`src/hdl/kdq_pkg.sv`:
```
package kdq_pkg;

  localparam int CAPACITY_DEF = 16;

  typedef enum logic [2:0] {
    ACT_PUSH_FRONT = 3'd0,
    ACT_PUSH_BACK  = 3'd1,
    ACT_POP_FRONT  = 3'd2,
    ACT_POP_BACK   = 3'd3,
    ACT_DELETE     = 3'd4,
    ACT_SEARCH     = 3'd5,
    ACT_SWAP       = 3'd6,
    ACT_NONE       = 3'd7
  } action_t;

  typedef enum logic [3:0] {
    ST_IDLE,
    ST_RD_WAIT,
    ST_RD_DATA,
    ST_SCAN_ISSUE,
    ST_SCAN_CHECK,
    ST_SHIFT_RD,
    ST_SHIFT_WR,
    ST_SWAP_RD,
    ST_SWAP_WR,
    ST_DONE
  } state_t;

  // controller -> datapath
  typedef struct packed {
    logic load;       // capture request
    logic mem_rd;     // read memory at rd position
    logic mem_wr;     // write memory
    logic wr_sel;     // 0: write key, 1: write rd data
    logic [1:0] wpos; // 0 front-1, 1 count, 2 scan pos, 3 q pos
    logic [1:0] rpos; // 0 front, 1 count-1, 2 scan pos, 3 scan pos+1
    logic scan_clr;
    logic scan_inc;
    logic found1_set;
    logic found2_set;
    logic cnt_inc;
    logic cnt_dec;
    logic front_dec;
    logic front_inc;
    logic set_val;
    logic set_ok;
    logic set_ferr;
    logic hold_tmp;   // swap: write second key at p
    logic out_load;
  } cmd_t;

  // datapath -> controller
  typedef struct packed {
    action_t action;
    logic empty;
    logic full;
    logic scan_end;   // scan pos == count
    logic shift_end;  // scan pos+1 >= count
    logic match1;
    logic match2;
    logic found1;
    logic found2;
    logic ge2;
    logic out_busy;
  } stat_t;

endpackage

```
`src/hdl/kdq_if.sv`:
```
interface kdq_in_if;
  logic        valid;
  logic        ready;
  logic [2:0]  action;
  logic signed [31:0] key;
  logic signed [31:0] second_key;
  modport source (output valid, action, key, second_key, input ready);
  modport sink (input valid, action, key, second_key, output ready);
endinterface

interface kdq_out_if;
  logic        valid;
  logic        ready;
  logic        ok;
  logic signed [31:0] value;
  logic [4:0]  count;
  logic        full_error;
  modport source (output valid, ok, value, count, full_error, input ready);
  modport sink (input valid, ok, value, count, full_error, output ready);
endinterface

```
`src/hdl/kdq_ctrl.sv`:
```
module kdq_ctrl (
  input  logic          clk,
  input  logic          rst_n,
  input  logic          in_valid,
  output logic          in_ready,
  input  kdq_pkg::stat_t st,
  output kdq_pkg::cmd_t  cmd
);
  import kdq_pkg::*;

  state_t state_r, state_nxt;

  always_ff @(posedge clk) begin
    if (!rst_n) state_r <= ST_IDLE;
    else state_r <= state_nxt;
  end

  always_comb begin
    state_nxt = state_r;
    cmd = '0;
    in_ready = (state_r == ST_IDLE);
    unique case (state_r)
      ST_IDLE: begin
        if (in_valid) begin
          cmd.load = 1'b1;
          state_nxt = ST_RD_WAIT;
        end
      end
      ST_RD_WAIT: begin
        unique case (st.action)
          ACT_PUSH_FRONT: begin
            if (st.full) cmd.set_ferr = 1'b1;
            else begin
              cmd.mem_wr = 1'b1; cmd.wpos = 2'd0;
              cmd.front_dec = 1'b1; cmd.cnt_inc = 1'b1; cmd.set_ok = 1'b1;
            end
            state_nxt = ST_DONE;
          end
          ACT_PUSH_BACK: begin
            if (st.full) cmd.set_ferr = 1'b1;
            else begin
              cmd.mem_wr = 1'b1; cmd.wpos = 2'd1;
              cmd.cnt_inc = 1'b1; cmd.set_ok = 1'b1;
            end
            state_nxt = ST_DONE;
          end
          ACT_POP_FRONT, ACT_POP_BACK: begin
            if (st.empty) state_nxt = ST_DONE;
            else begin
              cmd.mem_rd = 1'b1;
              cmd.rpos = (st.action == ACT_POP_FRONT) ? 2'd0 : 2'd1;
              state_nxt = ST_RD_DATA;
            end
          end
          ACT_DELETE, ACT_SEARCH, ACT_SWAP: begin
            cmd.scan_clr = 1'b1;
            if (st.action == ACT_SWAP && !st.ge2) state_nxt = ST_DONE;
            else state_nxt = ST_SCAN_ISSUE;
          end
          default: state_nxt = ST_DONE;
        endcase
      end
      ST_RD_DATA: begin
        cmd.set_val = 1'b1; cmd.set_ok = 1'b1; cmd.cnt_dec = 1'b1;
        cmd.front_inc = (st.action == ACT_POP_FRONT);
        state_nxt = ST_DONE;
      end
      ST_SCAN_ISSUE: begin
        if (st.scan_end) begin
          // no match (or only one swap key found)
          state_nxt = ST_DONE;
        end else begin
          cmd.mem_rd = 1'b1; cmd.rpos = 2'd2;
          state_nxt = ST_SCAN_CHECK;
        end
      end
      ST_SCAN_CHECK: begin
        state_nxt = ST_SCAN_ISSUE;
        cmd.scan_inc = 1'b1;
        if (st.action == ACT_SWAP) begin
          if (st.match1 && !st.found1) cmd.found1_set = 1'b1;
          if (st.match2 && !st.found2) cmd.found2_set = 1'b1;
          if ((st.found1 || st.match1) && (st.found2 || st.match2)) begin
            cmd.scan_inc = 1'b0;
            state_nxt = ST_SWAP_RD;
          end
        end else if (st.match1) begin
          cmd.scan_inc = 1'b0;
          if (st.action == ACT_SEARCH) begin
            cmd.set_ok = 1'b1;
            state_nxt = ST_DONE;
          end else begin
            state_nxt = ST_SHIFT_RD;
          end
        end
      end
      ST_SHIFT_RD: begin
        if (st.shift_end) begin
          cmd.cnt_dec = 1'b1; cmd.set_ok = 1'b1;
          state_nxt = ST_DONE;
        end else begin
          cmd.mem_rd = 1'b1; cmd.rpos = 2'd3;
          state_nxt = ST_SHIFT_WR;
        end
      end
      ST_SHIFT_WR: begin
        cmd.mem_wr = 1'b1; cmd.wr_sel = 1'b1; cmd.wpos = 2'd2;
        cmd.scan_inc = 1'b1;
        state_nxt = ST_SHIFT_RD;
      end
      ST_SWAP_RD: begin
        // first key goes to q; p gets the second key next cycle
        cmd.mem_wr = 1'b1; cmd.wpos = 2'd3;
        state_nxt = ST_SWAP_WR;
      end
      ST_SWAP_WR: begin
        cmd.hold_tmp = 1'b1;
        cmd.set_ok = 1'b1;
        state_nxt = ST_DONE;
      end
      ST_DONE: begin
        if (!st.out_busy) begin
          cmd.out_load = 1'b1;
          state_nxt = ST_IDLE;
        end
      end
      default: state_nxt = ST_IDLE;
    endcase
  end

  always @(posedge clk) begin
    if (rst_n && state_r == ST_IDLE) begin
      assert (cmd.mem_wr == 1'b0) else $error("write while idle");
    end
  end

  property p_scan_from_issue;
    @(posedge clk) disable iff (!rst_n)
      state_r == ST_SCAN_CHECK |-> $past(state_r) == ST_SCAN_ISSUE;
  endproperty
  a_scan_from_issue: assert property (p_scan_from_issue) else $error("bad scan order");

  property p_ready_idle;
    @(posedge clk) disable iff (!rst_n) in_ready |-> state_r == ST_IDLE;
  endproperty
  a_ready_idle: assert property (p_ready_idle) else $error("ready outside idle");

  property p_done_exit;
    @(posedge clk) disable iff (!rst_n)
      (state_r == ST_DONE && !st.out_busy) |=> state_r == ST_IDLE;
  endproperty
  a_done_exit: assert property (p_done_exit) else $error("stuck in done");

endmodule

```
`src/hdl/kdq_dp.sv`:
```
module kdq_dp #(
  parameter int CAPACITY = kdq_pkg::CAPACITY_DEF
) (
  input  logic          clk,
  input  logic          rst_n,
  kdq_in_if.sink        in_ch,
  kdq_out_if.source     out_ch,
  input  kdq_pkg::cmd_t  cmd,
  output kdq_pkg::stat_t st
);
  import kdq_pkg::*;

  localparam int AW = (CAPACITY > 1) ? $clog2(CAPACITY) : 1;
  localparam int CW = $clog2(CAPACITY + 1);
  localparam logic [CW:0] CAP_W = (CW+1)'(CAPACITY);

  logic [31:0] mem [CAPACITY];

  action_t     act_r;
  logic [31:0] k1_r, k2_r;
  logic [AW-1:0] front_r;
  logic [CW-1:0] cnt_r;
  logic [CW-1:0] scan_r;   // scan pos (p)
  logic [CW-1:0] qpos_r;   // swap q pos
  logic          f1_r, f2_r;
  logic [31:0]   rd_r;
  logic          ok_r, ferr_r, val_set_r;
  logic          ovalid_r, ook_r, oferr_r;
  logic [31:0]   oval_r;
  logic [4:0]    ocnt_r;

  // logical position -> physical slot, mod CAPACITY via compare/subtract
  function automatic logic [AW-1:0] slot(input logic [AW-1:0] f, input logic [CW:0] pos);
    logic [CW+1:0] s;
    s = (CW+2)'(f) + (CW+2)'(pos);
    if (s >= (CW+2)'(CAPACITY)) s = s - (CW+2)'(CAPACITY);
    return s[AW-1:0];
  endfunction

  logic [AW-1:0] front_m1, front_p1;
  assign front_m1 = (front_r == '0) ? AW'(CAPACITY - 1) : front_r - 1'b1;
  assign front_p1 = (front_r == AW'(CAPACITY - 1)) ? '0 : front_r + 1'b1;

  // swap scan position: whichever of scan_r / qpos_r is still moving
  logic [CW-1:0] sw_pos;
  assign sw_pos = (f1_r) ? qpos_r : scan_r;

  logic [AW-1:0] raddr, waddr;
  logic [31:0]   wdata;
  always_comb begin
    case (cmd.rpos)
      2'd0: raddr = front_r;
      2'd1: raddr = slot(front_r, (CW+1)'(cnt_r) - 1'b1);
      2'd2: raddr = slot(front_r, (CW+1)'((act_r == ACT_SWAP) ? sw_pos : scan_r));
      default: raddr = (act_r == ACT_SWAP) ? slot(front_r, (CW+1)'(qpos_r))
                                           : slot(front_r, (CW+1)'(scan_r) + 1'b1);
    endcase
    case (cmd.wpos)
      2'd0: waddr = front_m1;
      2'd1: waddr = slot(front_r, (CW+1)'(cnt_r));
      2'd2: waddr = slot(front_r, (CW+1)'(scan_r));
      default: waddr = slot(front_r, (CW+1)'(qpos_r));
    endcase
    wdata = cmd.wr_sel ? rd_r : k1_r;
  end

  // swap: entry p holds k1 and entry q holds k2, so the exchange is k1 -> q
  // (regular write) followed by k2 -> p here
  always_ff @(posedge clk) begin
    if (cmd.mem_wr) mem[waddr] <= wdata;
    else if (cmd.hold_tmp) mem[slot(front_r, (CW+1)'(scan_r))] <= k2_r;
    if (cmd.mem_rd) rd_r <= mem[raddr];
  end

  always_ff @(posedge clk) begin
    if (cmd.load) begin
      act_r <= action_t'(in_ch.action);
      k1_r <= in_ch.key;
      k2_r <= in_ch.second_key;
    end
  end

  logic match1, match2;
  assign match1 = (rd_r == k1_r);
  assign match2 = (rd_r == k2_r);

  always_ff @(posedge clk) begin
    if (!rst_n) begin
      front_r <= '0; cnt_r <= '0; scan_r <= '0; qpos_r <= '0;
      f1_r <= 1'b0; f2_r <= 1'b0; ok_r <= 1'b0; ferr_r <= 1'b0; val_set_r <= 1'b0;
      ovalid_r <= 1'b0;
    end else begin
      if (cmd.load) begin
        ok_r <= 1'b0; ferr_r <= 1'b0; val_set_r <= 1'b0;
      end
      if (cmd.front_dec) front_r <= front_m1;
      if (cmd.front_inc) front_r <= front_p1;
      if (cmd.cnt_inc) cnt_r <= cnt_r + 1'b1;
      if (cmd.cnt_dec) cnt_r <= cnt_r - 1'b1;
      if (cmd.scan_clr) begin
        scan_r <= '0; qpos_r <= '0; f1_r <= 1'b0; f2_r <= 1'b0;
      end
      // swap: scan_r keeps p once found1, qpos_r tracks q
      if (cmd.scan_inc) begin
        if (act_r == ACT_SWAP) begin
          if (!(f1_r || cmd.found1_set)) scan_r <= scan_r + 1'b1;
          if (!(f2_r || cmd.found2_set)) qpos_r <= qpos_r + 1'b1;
        end else scan_r <= scan_r + 1'b1;
      end
      if (cmd.found1_set) f1_r <= 1'b1;
      if (cmd.found2_set) f2_r <= 1'b1;
      if (cmd.set_ok) ok_r <= 1'b1;
      if (cmd.set_ferr) ferr_r <= 1'b1;
      if (cmd.set_val) val_set_r <= 1'b1;
      if (cmd.out_load) ovalid_r <= 1'b1;
      else if (out_ch.ready) ovalid_r <= 1'b0;
    end
  end

  always_ff @(posedge clk) begin
    if (cmd.out_load) begin
      ook_r <= ok_r;
      oferr_r <= ferr_r;
      oval_r <= val_set_r ? rd_r : '0;
      ocnt_r <= 5'(cnt_r);
    end
  end

  always_comb begin
    st.action = act_r;
    st.empty = (cnt_r == '0);
    st.full = ((CW+1)'(cnt_r) >= CAP_W);
    st.scan_end = ((act_r == ACT_SWAP) ? sw_pos : scan_r) == cnt_r;
    st.shift_end = ((CW+1)'(scan_r) + 1'b1) >= (CW+1)'(cnt_r);
    st.match1 = match1;
    st.match2 = match2;
    st.found1 = f1_r;
    st.found2 = f2_r;
    st.ge2 = ((CW+1)'(cnt_r) >= (CW+1)'(2));
    st.out_busy = ovalid_r && !out_ch.ready;
  end

  assign in_ch.ready = 1'b0 | cmd.load | 1'b0;
  assign out_ch.valid = ovalid_r;
  assign out_ch.ok = ook_r;
  assign out_ch.value = oval_r;
  assign out_ch.count = ocnt_r;
  assign out_ch.full_error = oferr_r;

  property p_cnt_bound;
    @(posedge clk) disable iff (!rst_n) (CW+1)'(cnt_r) <= CAP_W;
  endproperty
  a_cnt_bound: assert property (p_cnt_bound) else $error("count overflow");

  property p_out_hold;
    @(posedge clk) disable iff (!rst_n)
      (ovalid_r && !out_ch.ready) |=> ovalid_r && $stable(oval_r);
  endproperty
  a_out_hold: assert property (p_out_hold) else $error("result dropped");

  property p_cnt_step;
    @(posedge clk) disable iff (!rst_n)
      !(cmd.cnt_inc || cmd.cnt_dec) |=> $stable(cnt_r);
  endproperty
  a_cnt_step: assert property (p_cnt_step) else $error("count moved");

endmodule

```
`src/hdl/keyed_deque_with_search.sv`:
```
// Channel | Dir | Handshake     | Payload
// in_     | in  | valid/ready   | action[2:0], key[31:0], second_key[31:0]
// out_    | out | valid/ready   | ok, value[31:0], count[4:0], full_error
//
// One request at a time. A push writes its entry directly and a pop reads
// its entry first; the result is then loaded into the output register.
// Search, delete and swap walk the entry memory, reading each entry and then
// checking it; delete then shifts later entries by a read and a write each
// and swap then writes the first key at q and the second key at p.
// rst_n is synchronous; it clears front, count and control, not the entries.
// A stalled result is held in the output register; the next request is
// still taken, and its result waits until the held one has been handed off.
module keyed_deque_with_search #(
  parameter int CAPACITY = kdq_pkg::CAPACITY_DEF
) (
  input  logic clk,
  input  logic rst_n,
  kdq_in_if.sink    in_ch,
  kdq_out_if.source out_ch
);
  import kdq_pkg::*;

  cmd_t  cmd;
  stat_t st;
  logic  ctrl_ready;

  kdq_ctrl u_ctrl (
    .clk(clk), .rst_n(rst_n), .in_valid(in_ch.valid), .in_ready(ctrl_ready),
    .st(st), .cmd(cmd)
  );

  kdq_dp #(.CAPACITY(CAPACITY)) u_dp (
    .clk(clk), .rst_n(rst_n), .in_ch(in_ch), .out_ch(out_ch), .cmd(cmd), .st(st)
  );

  // controller's ready must agree with the datapath's acceptance
  property p_ready_match;
    @(posedge clk) disable iff (!rst_n) (ctrl_ready && in_ch.valid) |-> in_ch.ready;
  endproperty
  a_ready_match: assert property (p_ready_match) else $error("ready mismatch");

endmodule
```
`src/flat_wrapper.sv`:
```
// flat-port wrapper written by rule: the top's interface ports become plain ports
module keyed_deque_with_search_flat import kdq_pkg::*;
#(
  parameter int CAPACITY = kdq_pkg::CAPACITY_DEF
)
  (clk, rst_n, in_ch_valid, in_ch_action, in_ch_key, in_ch_second_key, in_ch_ready, out_ch_valid, out_ch_ok, out_ch_value, out_ch_count, out_ch_full_error, out_ch_ready);
  kdq_in_if in_ch_i ();
  kdq_out_if out_ch_i ();
  input  logic clk;
  input  logic rst_n;
  input wire logic [$bits(in_ch_i.valid)-1:0] in_ch_valid;
  input wire logic [$bits(in_ch_i.action)-1:0] in_ch_action;
  input wire logic [$bits(in_ch_i.key)-1:0] in_ch_key;
  input wire logic [$bits(in_ch_i.second_key)-1:0] in_ch_second_key;
  output wire logic [$bits(in_ch_i.ready)-1:0] in_ch_ready;
  output wire logic [$bits(out_ch_i.valid)-1:0] out_ch_valid;
  output wire logic [$bits(out_ch_i.ok)-1:0] out_ch_ok;
  output wire logic [$bits(out_ch_i.value)-1:0] out_ch_value;
  output wire logic [$bits(out_ch_i.count)-1:0] out_ch_count;
  output wire logic [$bits(out_ch_i.full_error)-1:0] out_ch_full_error;
  input wire logic [$bits(out_ch_i.ready)-1:0] out_ch_ready;
  assign in_ch_i.valid = in_ch_valid;
  assign in_ch_i.action = in_ch_action;
  assign in_ch_i.key = in_ch_key;
  assign in_ch_i.second_key = in_ch_second_key;
  assign in_ch_ready = in_ch_i.ready;
  assign out_ch_valid = out_ch_i.valid;
  assign out_ch_ok = out_ch_i.ok;
  assign out_ch_value = out_ch_i.value;
  assign out_ch_count = out_ch_i.count;
  assign out_ch_full_error = out_ch_i.full_error;
  assign out_ch_i.ready = out_ch_ready;
  keyed_deque_with_search #(.CAPACITY(CAPACITY)) u_core (.clk(clk), .rst_n(rst_n), .in_ch(in_ch_i), .out_ch(out_ch_i));
endmodule
```
`config.mk`:
```
export PLATFORM = sky130hd
export DESIGN_NAME = keyed_deque_with_search_flat
export DESIGN_NICKNAME = d
export VERILOG_FILES = /design/src/hdl/kdq_pkg.sv /design/src/hdl/kdq_if.sv /design/src/hdl/kdq_ctrl.sv /design/src/hdl/kdq_dp.sv /design/src/hdl/keyed_deque_with_search.sv /design/src/flat_wrapper.sv
export SDC_FILE = /design/constraint.sdc
export NUM_CORES = 1
export LEC_CHECK = 0
export BUFFER_PORTS_ARGS = -buffer_cell sky130_fd_sc_hd__buf_2
export CAP_MARGIN = 5
export CORE_MARGIN = 3
export CORE_UTILIZATION = 60
export CTS_CLUSTER_DIAMETER = 50
export DETAILED_ROUTE_END_ITERATION = 8
export PLACE_DENSITY = 0.78
export SLEW_MARGIN = 15
export SYNTH_ARGS = -nofsm -noshare
export SYNTH_HDL_FRONTEND = slang
export SYNTH_SLANG_ARGS = --single-unit
```
`constraint.sdc`:
```
create_clock -name clk -period 8.75 [get_ports clk]
set_input_delay 2.1875 -clock clk [delete_from_list [all_inputs] [get_ports clk]]
set_output_delay 2.1875 -clock clk [all_outputs]
set_load 0.01 [all_outputs]
```
### Yosys cells after proc, flatten, opt, wreduce, memory -nomap -nowiden

Memory sizes are Yosys's and may differ from the RTL's. A register that Yosys moved wholly into a read port is not among the register bits.
Cells that the tools add are included.

* register bits after elaboration: 135
* memory bits (writable): 512
* input port bits: 71
* output and inout port bits: 41
* memories kept: 1

Memory list
* u_core.u_dp.mem: words 16, bits a word 32, rd ports 1, clocked after Yosys merged registers in 1, wr ports 1, line kdq_dp.sv:17 `logic [31:0] mem [CAPACITY];`

* add/sub/neg operators: 20
* order comparisons: 9
* equality and inequality tests: 25
* mux-type cells: 104
* reductions and logical operators: 34

Operator list (count)
* 4-bit two-way mux: 23
* 5-bit two-way mux: 13
* 32-bit == test: 2
* 32-bit two-way mux: 2
* 1-bit two-way mux: 47
* 4-bit one-hot mux with 9 select lines: 1
* 32-bit OR reduction: 1
* 4-bit by 1-bit subtractor with 4-bit output, second input constant: 7
* 4-bit by 5-bit adder with 6-bit output: 4
* 6-bit by 5-bit greater-or-equal comparator with 1-bit output, second input constant: 4
* 4-bit one-hot mux with 3 select lines: 2
* 4-bit by 3-bit == test with 1-bit output, second input constant: 4
* 2-bit nonzero test: 8
* 5-bit by 1-bit adder with 5-bit output, second input constant: 3
* 4-bit by 6-bit adder with 7-bit output: 2
* 7-bit by 5-bit greater-or-equal comparator with 1-bit output, second input constant: 2
* 2-bit two-way mux: 7
* 4-bit == test, second input constant: 3
* 2-bit one-hot mux with 3 select lines: 2
* 3-bit == test, second input constant: 3
* 4-bit by 2-bit == test with 1-bit output, second input constant: 2
* 4-bit logical NOT: 2
* 4-bit one-hot mux with 2 select lines: 1
* 2-bit OR reduction: 4
* 26 further kinds: 43

### Longest topological paths before layout

Gate-level depths: netlist (run 1).

* depth in word-level cells: 9
* gate-level depth with buffers: 24
* gate-level depth less buffers: 21

### Cells and area by module

Synthesis (run 1) repeated with hierarchy kept, for this count alone.

* cell total of the unflattened synthesis: 2153
* area total of the unflattened synthesis: 31023.5 um2

By module, submodules not included
* kdq_dp: instances 1, cells each 2051, area each 30339.1 um2, sequential area each 20019.2 um2
* kdq_ctrl: instances 1, cells each 102, area each 684.4 um2, sequential area each 80.1 um2

### Worst setup path after synthesis (run 1)

OpenSTA, ideal clock, no wires.

* path kind: input -> output
* start: in in_ch_valid
* end: out in_ch_ready
* arrival time: 3.681 ns
* data required time: 6.562 ns
* setup slack: 2.881 ns
* stages on the path: 2
* path buffers: 0
* cell sequence: nand3_1 inv_1

* word-level cells in the longest chain between the ends: 2

RTL lines
* start: declaration: line flat_wrapper.sv:11 `input wire logic [$bits(in_ch_i.valid)-1:0] in_ch_valid;`
* 1-bit two-way mux: line kdq_ctrl.sv:24 `if (in_valid) begin`
* 1-bit two-way mux: line kdq_ctrl.sv:22 `unique case (state_r)`
* end: declaration: line flat_wrapper.sv:15 `output wire logic [$bits(in_ch_i.ready)-1:0] in_ch_ready;`

No other way between the ends.

### Worst setup path in the final report (run 1)

* start: reg u_core.u_dp.scan_r[1]
* end: reg u_core.u_dp.rd_r[13], read port of u_core.u_dp.mem (data pin)

* word-level cells in the longest chain between the ends: 7
* elaborated cells on any way between the ends: 25
* those cells by class: add/sub (5); order compare (3); eq/ne (3); mux (13); reduce/logical (1)

RTL lines
* start: declaration: line kdq_dp.sv:23 `logic [CW-1:0] scan_r;`
* start signal: assignment: line kdq_dp.sv:106 `if (!(f1_r || cmd.found1_set)) scan_r <= scan_r + 1'b1;`
* start signal: assignment: line kdq_dp.sv:108 `end else scan_r <= scan_r + 1'b1;`
* parallel branches: the longest is 7 deep, another holds 4-bit by 6-bit adder with 7-bit output
* end: declaration: line kdq_dp.sv:26 `logic [31:0] rd_r;`

Parallel ways; which one is timed is not known.
A chain may end at the register's enable or synchronous reset.

==> metrics.md, run 1 <==
| Metric | Value |
|---|---|
| Outcome | `complete, no violations` |
| Fin cells | `2,925` |
| Total track usage | `29.72%` |
| Largest net degree at the start of global routing | `305` |
| RSZ-0062 raised after global routing | `false` |
| RR Endpoint | `u_core.u_dp.rd_r[13]` |
| Number of flops mapped to enable cells by yosys | `650` |
| Final nets | `2,322` |
| Routability congestion estimate | `0.9227` |
| Routed Antenna Nets | `0` |
| Final count of hold timing violations | `0` |
| Max-slew violations | `0` |
| Die H | `230.3 µm` |
| Hold_sp | `u_core.u_dp.ok_r` |
| Setup TNS | `0 ns` |
| Leak | `11.58 nW` |
| MaxCap Viol Count | `0` |
| Post-synth top cells | `650 x edfxtp_1, 259 x and3_1, 198 x a211oi_1, 146 x clkbuf_1, 69 x xor2_1` |
| Pre-antenna DRT Iters | `6` |
| Clock Latency Late Sink | `0.61 ns` |
| # fillers | `3,229` |
| Vias per cell | `6.788` |
| Total core area | `49,360 µm²` |
| Initial antenna violation count | `1` |
| Crit Path Max Fanout | `90` |
| Area leader, netlist | `edfxtp_1` |
| DIE WIDTH | `230.3 µm` |
| Root Driver | `clkbuf_16` |
| Pre-CTS WS | `2.358 ns` |
| Min-Delay Endpoint | `u_core.u_dp.out_ch.ok` |
| Die Area | `53,030 µm²` |
| Total grt overflow | `0` |
| DP Wirelength | `43,370 µm` |
| Tot Pwr | `9.468 mW` |
| # Post-CTS Setup Buffers | `0` |
| DR DRC count | `0` |
| CP endpoint kind | `register` |
| Sequential area share after synthesis | `66.60%` |
| Ratio of cells with drive above 1 in the final layout | `14.55%` |
| Bufs on Longest Clock Path | `3` |
| Wirelength per Cell | `27.15 µm` |
| Top FF cell, synth | `edfxtp_1` |
| Initial core utilization | `61.15%` |
| Hold buffer count at CTS | `0` |
| Top-count cell post-synth | `edfxtp_1` |
| WP data arrival | `7.11 ns` |
| Hold WS | `0.4532 ns` |
| Worst min path class | `reg2reg` |
| Slew @ Worst Pin | `1.316 ns` |
| IO Pins | `112` |
| CTS buffer count | `71` |
| Via count | `19,850` |
| CTS tree | `done` |
| CP Launch Type | `register` |
| Port-buffer cells | `111` |
| Highest Clock Rate | `150.7 MHz` |
| Endpoints failing setup | `0` |
| Syn Nets | `2,249` |
| First-pass GRT wire length | `118,800 µm` |
| Hold Path Stages | `0` |
| Crit path kind | `reg2reg` |
| Clock Skew | `0.03332 ns` |
| Final period utilization | `75.83%` |
| Pwr Density | `281.6 nW/µm²` |
| Worst path required time | `9.22 ns` |
| Synth unique cells | `70` |
| Cells after Synth | `2,139` |
| Mapped cell area | `30,180 µm²` |
| FF+latch count, synth | `679` |
| Reg2reg start | `u_core.u_dp.scan_r[1]` |
| FF-to-FF path depth | `21` |
| Area Overhead vs Synth | `11.41%` |
| Clock sink count | `679` |
| Crit path time final | `6.635 ns` |
| Asr flop ratio synth | `0%` |
| Synth warn | `0` |
| Avg Cell Area, Syn | `14.11 µm²` |
| Synth top area share | `64.67%` |
| Max VDD drop | `0.0001815 V` |
| Setup ws final | `2.115 ns` |
| Routed WL | `79,410 µm` |
| Cells after DPL | `2,803` |
| Num rows | `81` |
| Area contributors post-synth | `edfxtp_1 65%, and3_1 5.4%, a211oi_1 4.9%` |
| DRT iter0 DRCs | `2,681` |
| # H-tree levels | `3` |
| Antenna Cells | `0` |
| Slew headroom | `12.30%` |
| Cts repair resizes | `0` |
| Vias in the first global route | `19,130` |
| Worst-path clk slew | `0.06 ns` |
| Worst R2R Setup Slack | `2.11 ns` |
==> cell type report <==
cell class | instances | area (µm²) | area share, %
multi-input combinational | 1256 | 9408 | 27.98
tap | 664 | 830.8 | 2.471
sequential | 679 | 20100 | 59.78
inverter | 29 | 108.9 | 0.3237
timing repair buffer | 175 | 1061 | 3.155
clock buffer | 93 | 1923 | 5.719
clock inverter | 29 | 193.9 | 0.5768
==> cells in the final DEF, fill, tap and decap left out, types with 9 or more instances in the layout <==
| master | netlist | layout |
|---|---|---|
| a21oi_1 | 35 | 35 |
| xnor2_1 | 20 | 20 |
| o32a_1 | 15 | 15 |
| nor4_1 | 22 | 18 |
| clkbuf_16 | 0 | 74 |
| dfxtp_1 | 29 | 29 |
| o21ai_0 | 48 | 47 |
| o32ai_1 | 51 | 51 |
| buf_4 | 0 | 62 |
| a21o_1 | 17 | 17 |
| clkinv_1 | 0 | 13 |
| a211oi_1 | 198 | 198 |
| mux2i_1 | 67 | 66 |
| mux2_4 | 23 | 23 |
| o31ai_1 | 60 | 60 |
| buf_2 | 23 | 111 |
| xor2_1 | 69 | 69 |
| nand3_1 | 22 | 22 |
| and3_1 | 259 | 254 |
| o2bb2ai_1 | 9 | 9 |
| and2_1 | 40 | 40 |
| nor3_1 | 19 | 11 |
| edfxtp_1 | 650 | 650 |
| inv_1 | 28 | 27 |
| clkbuf_1 | 146 | 19 |
| nor2_1 | 32 | 29 |
| a21boi_1 | 50 | 50 |
| nand2_1 | 60 | 58 |
| ha_1 | 33 | 33 |
==> sequential cells by signal (all words and copies together), names as in the netlist <==
register	cells
u_core.u_dp.mem	512
u_core.u_dp.k1_r	32
u_core.u_dp.k2_r	32
u_core.u_dp.out_ch.value	32
u_core.u_dp.rd_r	32
u_core.u_dp.cnt_r	5
u_core.u_dp.out_ch.count	5
u_core.u_dp.qpos_r	5
u_core.u_dp.scan_r	5
u_core.u_ctrl.state_r	4
u_core.u_dp.front_r	4
u_core.u_dp.act_r	3
u_core.u_dp.f1_r	1
u_core.u_dp.f2_r	1
u_core.u_dp.ferr_r	1
u_core.u_dp.ok_r	1
u_core.u_dp.out_ch.full_error	1
u_core.u_dp.out_ch.ok	1
u_core.u_dp.out_ch.valid	1
u_core.u_dp.val_set_r	1
==> logic make-up (layout without fill, tap and decap cells) <==
| kind of cell | count (synthesis) | after routing | synth area share (%) |
|---|---|---|---|
| flip-flops | 679 | 679 | 66.60 |
| AO/OA/AOI/OAI | 534 | 534 | 13.14 |
| AND/OR/NAND/NOR | 499 | 499 | 9.635 |
| buffers and inverters | 204 | 326 | 2.707 |
| multiplexers | 94 | 94 | 3.516 |
| XOR/XNOR | 90 | 90 | 2.637 |
| adder cells (fa/ha/maj) | 39 | 39 | 1.766 |
==> worst max-delay path, stage by stage, from the launching register on <==
cell and delay (ns):
dfxtp_1 0.47, ha_1 0.25, xor2_1 0.31, ha_1 0.31
a21oi_1 0.14, o21ai_0 0.10, a31oi_1 0.47, and3_1 0.30
a21oi_1 0.13, inv_1 0.12, ha_1 0.29, mux2i_1 0.26
ha_1 0.20, inv_1 0.06, fa_1 0.45, o2bb2ai_1 0.33
nand2_4 0.11, nand2_4 0.75, buf_4 0.62, a211oi_1 0.16
o32ai_1 0.37, mux2_4 0.22
==> worst max path at each step <==
| stage | start | end | depth (start not counted) |
|---|---|---|---|
| final | u_core.u_dp.scan_r[1] | u_core.u_dp.rd_r[13] | 21 |
| after floorplan | in_ch_valid | in_ch_ready | 2 |
| after global routing | u_core.u_dp.scan_r[1] | u_core.u_dp.rd_r[14] | 21 |
| after detailed placement | u_core.u_dp.scan_r[1] | u_core.u_dp.rd_r[10] | 22 |
| after global placement | u_core.u_dp.act_r[2] | u_core.u_dp.rd_r[10] | 18 |
| after CTS | u_core.u_dp.scan_r[1] | u_core.u_dp.rd_r[13] | 21 |
==> per-stage QoR <==
| stage | area [µm²] | util (%) |
|---|---|---|
| after floorplan | 30180 | - |
| final | 33620 | 68.13 |
| after CTS | 33620 | 68.13 |
| after global routing | 33620 | 68.13 |
| after global placement | 31510 | 63.84 |
| after detailed placement | 31510 | 63.84 |
==> report_power, final <==
part	switching, mW	internal, mW	total (mW)
logic	1.49	0.708	2.20
clock network	1.23	1.58	2.81
registers	0.194	4.27	4.47
==> per-layer routing <==
metal  vias up  track usage (%)  wire, µm
li1       8620                -         -
met1      9816            43.22     31660
met2      1247            45.59     35970
met3       169            5.897      9422
met4         2            9.762      2357
met5         -                0         9
Power figures use the tool's default switching activity.
==> run 2, diff against run 1 <==
--- a/config.mk
+++ b/config.mk
@@ -8,10 +8,10 @@
 export BUFFER_PORTS_ARGS = -buffer_cell sky130_fd_sc_hd__buf_2
 export CAP_MARGIN = 5
 export CORE_MARGIN = 3
-export CORE_UTILIZATION = 60
+export CORE_UTILIZATION = 56
 export CTS_CLUSTER_DIAMETER = 50
 export DETAILED_ROUTE_END_ITERATION = 8
-export PLACE_DENSITY = 0.78
+export PLACE_DENSITY = 0.76
 export SLEW_MARGIN = 15
 export SYNTH_ARGS = -nofsm -noshare
 export SYNTH_HDL_FRONTEND = slang
==> constraint.sdc (replaced) <==
create_clock -name clk -period 6.1 [get_ports clk]
set_input_delay 1.525 -clock clk [delete_from_list [all_inputs] [get_ports clk]]
set_output_delay 1.525 -clock clk [all_outputs]
set_load 0.01 [all_outputs]
==> metrics.md, run 2 (synthesized netlist as in run 1, its figures left out) <==
| Metric | Value |
|---|---|
| Max VDD drop | `0.0002137 V (was 0.0001815 V)` |
| DP Wirelength | `44,910 µm (was 43,370 µm)` |
| Crit path kind | `reg2reg (unchanged)` |
| Crit path time final | `5.625 ns (was 6.635 ns)` |
| Fin cells | `2,993 (was 2,925)` |
| Hold buffer count at CTS | `0 (unchanged)` |
| Vias per cell | `6.694 (was 6.788)` |
| Total track usage | `27.36% (was 29.72%)` |
| Pwr Density | `408.9 nW/µm² (was 281.6 nW/µm²)` |
| Highest Clock Rate | `177.8 MHz (was 150.7 MHz)` |
| Tot Pwr | `14.05 mW (was 9.468 mW)` |
| Hold Path Stages | `0 (unchanged)` |
| Total core area | `52,970 µm² (was 49,360 µm²)` |
| First-pass GRT wire length | `117,300 µm (was 118,800 µm)` |
| Root Driver | `clkbuf_16 (unchanged)` |
| WP data arrival | `5.99 ns (was 7.11 ns)` |
| Port-buffer cells | `111 (unchanged)` |
| Crit Path Max Fanout | `70 (was 90)` |
| Clock Skew | `0.02863 ns (was 0.03332 ns)` |
| Num rows | `84 (was 81)` |
| Most used cell, CP | `ha_1 (unchanged)` |
| Worst min path class | `reg2reg (unchanged)` |
| Worst Path Buf+Inv | `4 (was 3)` |
| Commonest cells after routing, fill and taps aside | `650 x edfxtp_1, 254 x and3_1, 198 x a211oi_1, 111 x buf_2, 80 x buf_4 (was 650 x edfxtp_1, 254 x and3_1, 198 x a211oi_1, 111 x buf_2, 74 x clkbuf_16)` |
| Slew @ Worst Pin | `1.116 ns (was 1.316 ns)` |
| Routed Antenna Nets | `0 (unchanged)` |
| DRT iter0 DRCs | `2,621 (was 2,681)` |
| # H-tree levels | `3 (unchanged)` |
| MaxCap Viol Count | `0 (unchanged)` |
| Final count of hold timing violations | `0 (unchanged)` |
| Internal power | `9.797 mW (was 6.561 mW)` |
| Antenna Cells | `0 (unchanged)` |
| Total grt overflow | `0 (unchanged)` |
| Pre-CTS WS | `0.5844 ns (was 2.358 ns)` |
| DIE WIDTH | `238.2 µm (was 230.3 µm)` |
| Finished Core Util | `64.88% (was 68.13%)` |
| CP Launch Type | `register (unchanged)` |
| Slew headroom | `25.58% (was 12.30%)` |
| Reg with most FFs | `u_core.u_dp.mem (unchanged)` |
| Pre-antenna DRT Iters | `9 (was 6)` |
| Leak | `11.93 nW (was 11.58 nW)` |
| Largest net degree at the start of global routing | `86 (was 305)` |
| CTS buffer count | `74 (was 71)` |
| Die H | `238.2 µm (was 230.3 µm)` |
| Setup TNS | `0 ns (unchanged)` |
| DP Area | `31,970 µm² (was 31,510 µm²)` |
| Min-Delay Endpoint | `u_core.u_dp.out_ch.full_error (was u_core.u_dp.out_ch.ok)` |
| Max-slew violations | `0 (unchanged)` |
| Worst-path clk slew | `0.06 ns (about the same)` |
| Net Sw Frac | `30.27% (was 30.71%)` |
| Wirelength per Cell | `26.37 µm (was 27.15 µm)` |
| Hold_sp | `u_core.u_dp.ferr_r (was u_core.u_dp.ok_r)` |
| Setup ws final | `0.4751 ns (was 2.115 ns)` |
| CP Cell Sequence | `ha_1 > nand3_1 > xnor2_1 > ha_1 > a21oi_1 > o21ai_0 > a31oi_1 > and3_1 > a21oi_1 > inv_1 > ha_1 > mux2i_1 > ha_1 > inv_1 > fa_1 > o2bb2ai_1 > nand2_4 > buf_12 > buf_12 > and3_1 > a211oi_1 > o32ai_1 > mux2_4 (was ha_1 > xor2_1 > ha_1 > a21oi_1 > o21ai_0 > a31oi_1 > and3_1 > a21oi_1 > inv_1 > ha_1 > mux2i_1 > ha_1 > inv_1 > fa_1 > o2bb2ai_1 > nand2_4 > nand2_4 > buf_4 > a211oi_1 > o32ai_1 > mux2_4)` |
| Hold WS | `0.4314 ns (was 0.4532 ns)` |
| Worst path required time | `6.46 ns (was 9.22 ns)` |
| # fillers | `3,618 (was 3,229)` |
| Finished Cell Area | `34,370 µm² (was 33,620 µm²)` |
| Cells after DPL | `2,860 (was 2,803)` |
| Clock power share | `31.2% (was 29.6%)` |
| Outcome | `complete, no violations (unchanged)` |
| Routability congestion estimate | `0.8962 (was 0.9227)` |
| Most common cell after layout, fill and taps aside | `edfxtp_1 (unchanged)` |
| Final period utilization | `92.21% (was 75.83%)` |
| Initial antenna violation count | `0 (was 1)` |
| Switching Power | `4.254 mW (was 2.907 mW)` |
| # Post-CTS Setup Buffers | `0 (unchanged)` |
| Max reg flops | `512 (unchanged)` |
| Final nets | `2,358 (was 2,322)` |
| RR Endpoint | `u_core.u_dp.rd_r[2] (was u_core.u_dp.rd_r[13])` |
| Endpoints failing setup | `0 (unchanged)` |
| CTS tree | `done (unchanged)` |
| Max stage delay on crit path | `0.46 ns (was 0.75 ns)` |
| Initial core utilization | `56.98% (was 61.15%)` |
| Die Area | `56,720 µm² (was 53,030 µm²)` |
| FF-to-FF path depth | `23 (was 21)` |
| Ratio of cells with drive above 1 in the final layout | `16.27% (was 14.55%)` |
| Vias in the first global route | `19,300 (was 19,130)` |
| Via count | `20,030 (was 19,850)` |
| Clock Latency Late Sink | `0.61 ns (about the same)` |
| RSZ-0062 raised after global routing | `false (unchanged)` |
| Bufs on Longest Clock Path | `3 (unchanged)` |
| Worst R2R Setup Slack | `0.48 ns (was 2.11 ns)` |
| Clock sink count | `679 (unchanged)` |
| Cts repair resizes | `0 (unchanged)` |
| Combinational share of power | `23.6% (was 23.2%)` |
| Largest delay share family, worst path | `adder cells (was compound AO/OA/AOI/OAI gates)` |
| DR DRC count | `0 (unchanged)` |
| Area Overhead vs Synth | `13.87% (was 11.41%)` |
| Highest-delay cell along the critical path | `dfxtp_1 (was nand2_4)` |
| Reg2reg start | `u_core.u_dp.scan_r[1] (unchanged)` |
| IO Pins | `112 (unchanged)` |
| Flop pwr share | `45.3% (was 47.2%)` |
| CP endpoint kind | `register (unchanged)` |
| Routed WL | `78,920 µm (was 79,410 µm)` |
[run 2: cell types whose count changed in the layout (fill, tap and decap cells not counted), sizes merged]
cell and change:
inv +3, clkinvlp +3, bufinv +4, clkbuf -2
clkinv +3, buf +33
[run 2: per-layer routing]
layer	up-vias	track usage [%]	wire length, µm
met1	9900	40.21	32120
met4	0	10.08	2453
met3	177	5.363	9111
met5	-	0	0
li1	8705	-	-
met2	1252	41.03	35230
[run 2: worst max path at each step]
stage          slack [ns]                      to                    from  depth (start not counted)
4_1_cts              0.55     u_core.u_dp.rd_r[2]   u_core.u_dp.scan_r[1]                         22
2_1_floorplan        0.41  u_core.u_dp.mem[10][0]  u_core.u_dp.front_r[1]                          7
5_1_grt              0.05    u_core.u_dp.rd_r[28]   u_core.u_dp.scan_r[1]                         22
3_3_place_gp         0.75    u_core.u_dp.rd_r[10]   u_core.u_dp.scan_r[1]                         23
6_report             0.48     u_core.u_dp.rd_r[2]   u_core.u_dp.scan_r[1]                         23
3_5_place_dp         0.58    u_core.u_dp.rd_r[30]   u_core.u_dp.scan_r[1]                         20
[run 2: power by group through the flow]
stage | Combinational, mW | Clock [mW] | Sequential, mW
detailed placement | 3.23 | 0 | 6.44
CTS | 3.26 | 4.42 | 6.35
global route | 3.53 | 4.62 | 6.39
floorplan | 1.96 | 0 | 6.42
global placement | 3.14 | 0 | 6.43
finish | 3.31 | 4.38 | 6.36
[run 2: final cells by class]
type | count | area, µm² | area share, %
flip-flops and latches | 679 | 20100 | 58.49
multi-input cells | 1256 | 9408 | 27.38
clock buffers | 91 | 1999 | 5.818
repair buffers | 208 | 1496 | 4.354
well taps | 688 | 860.8 | 2.505
clock inverters | 42 | 392.9 | 1.143
inverters | 29 | 108.9 | 0.3168
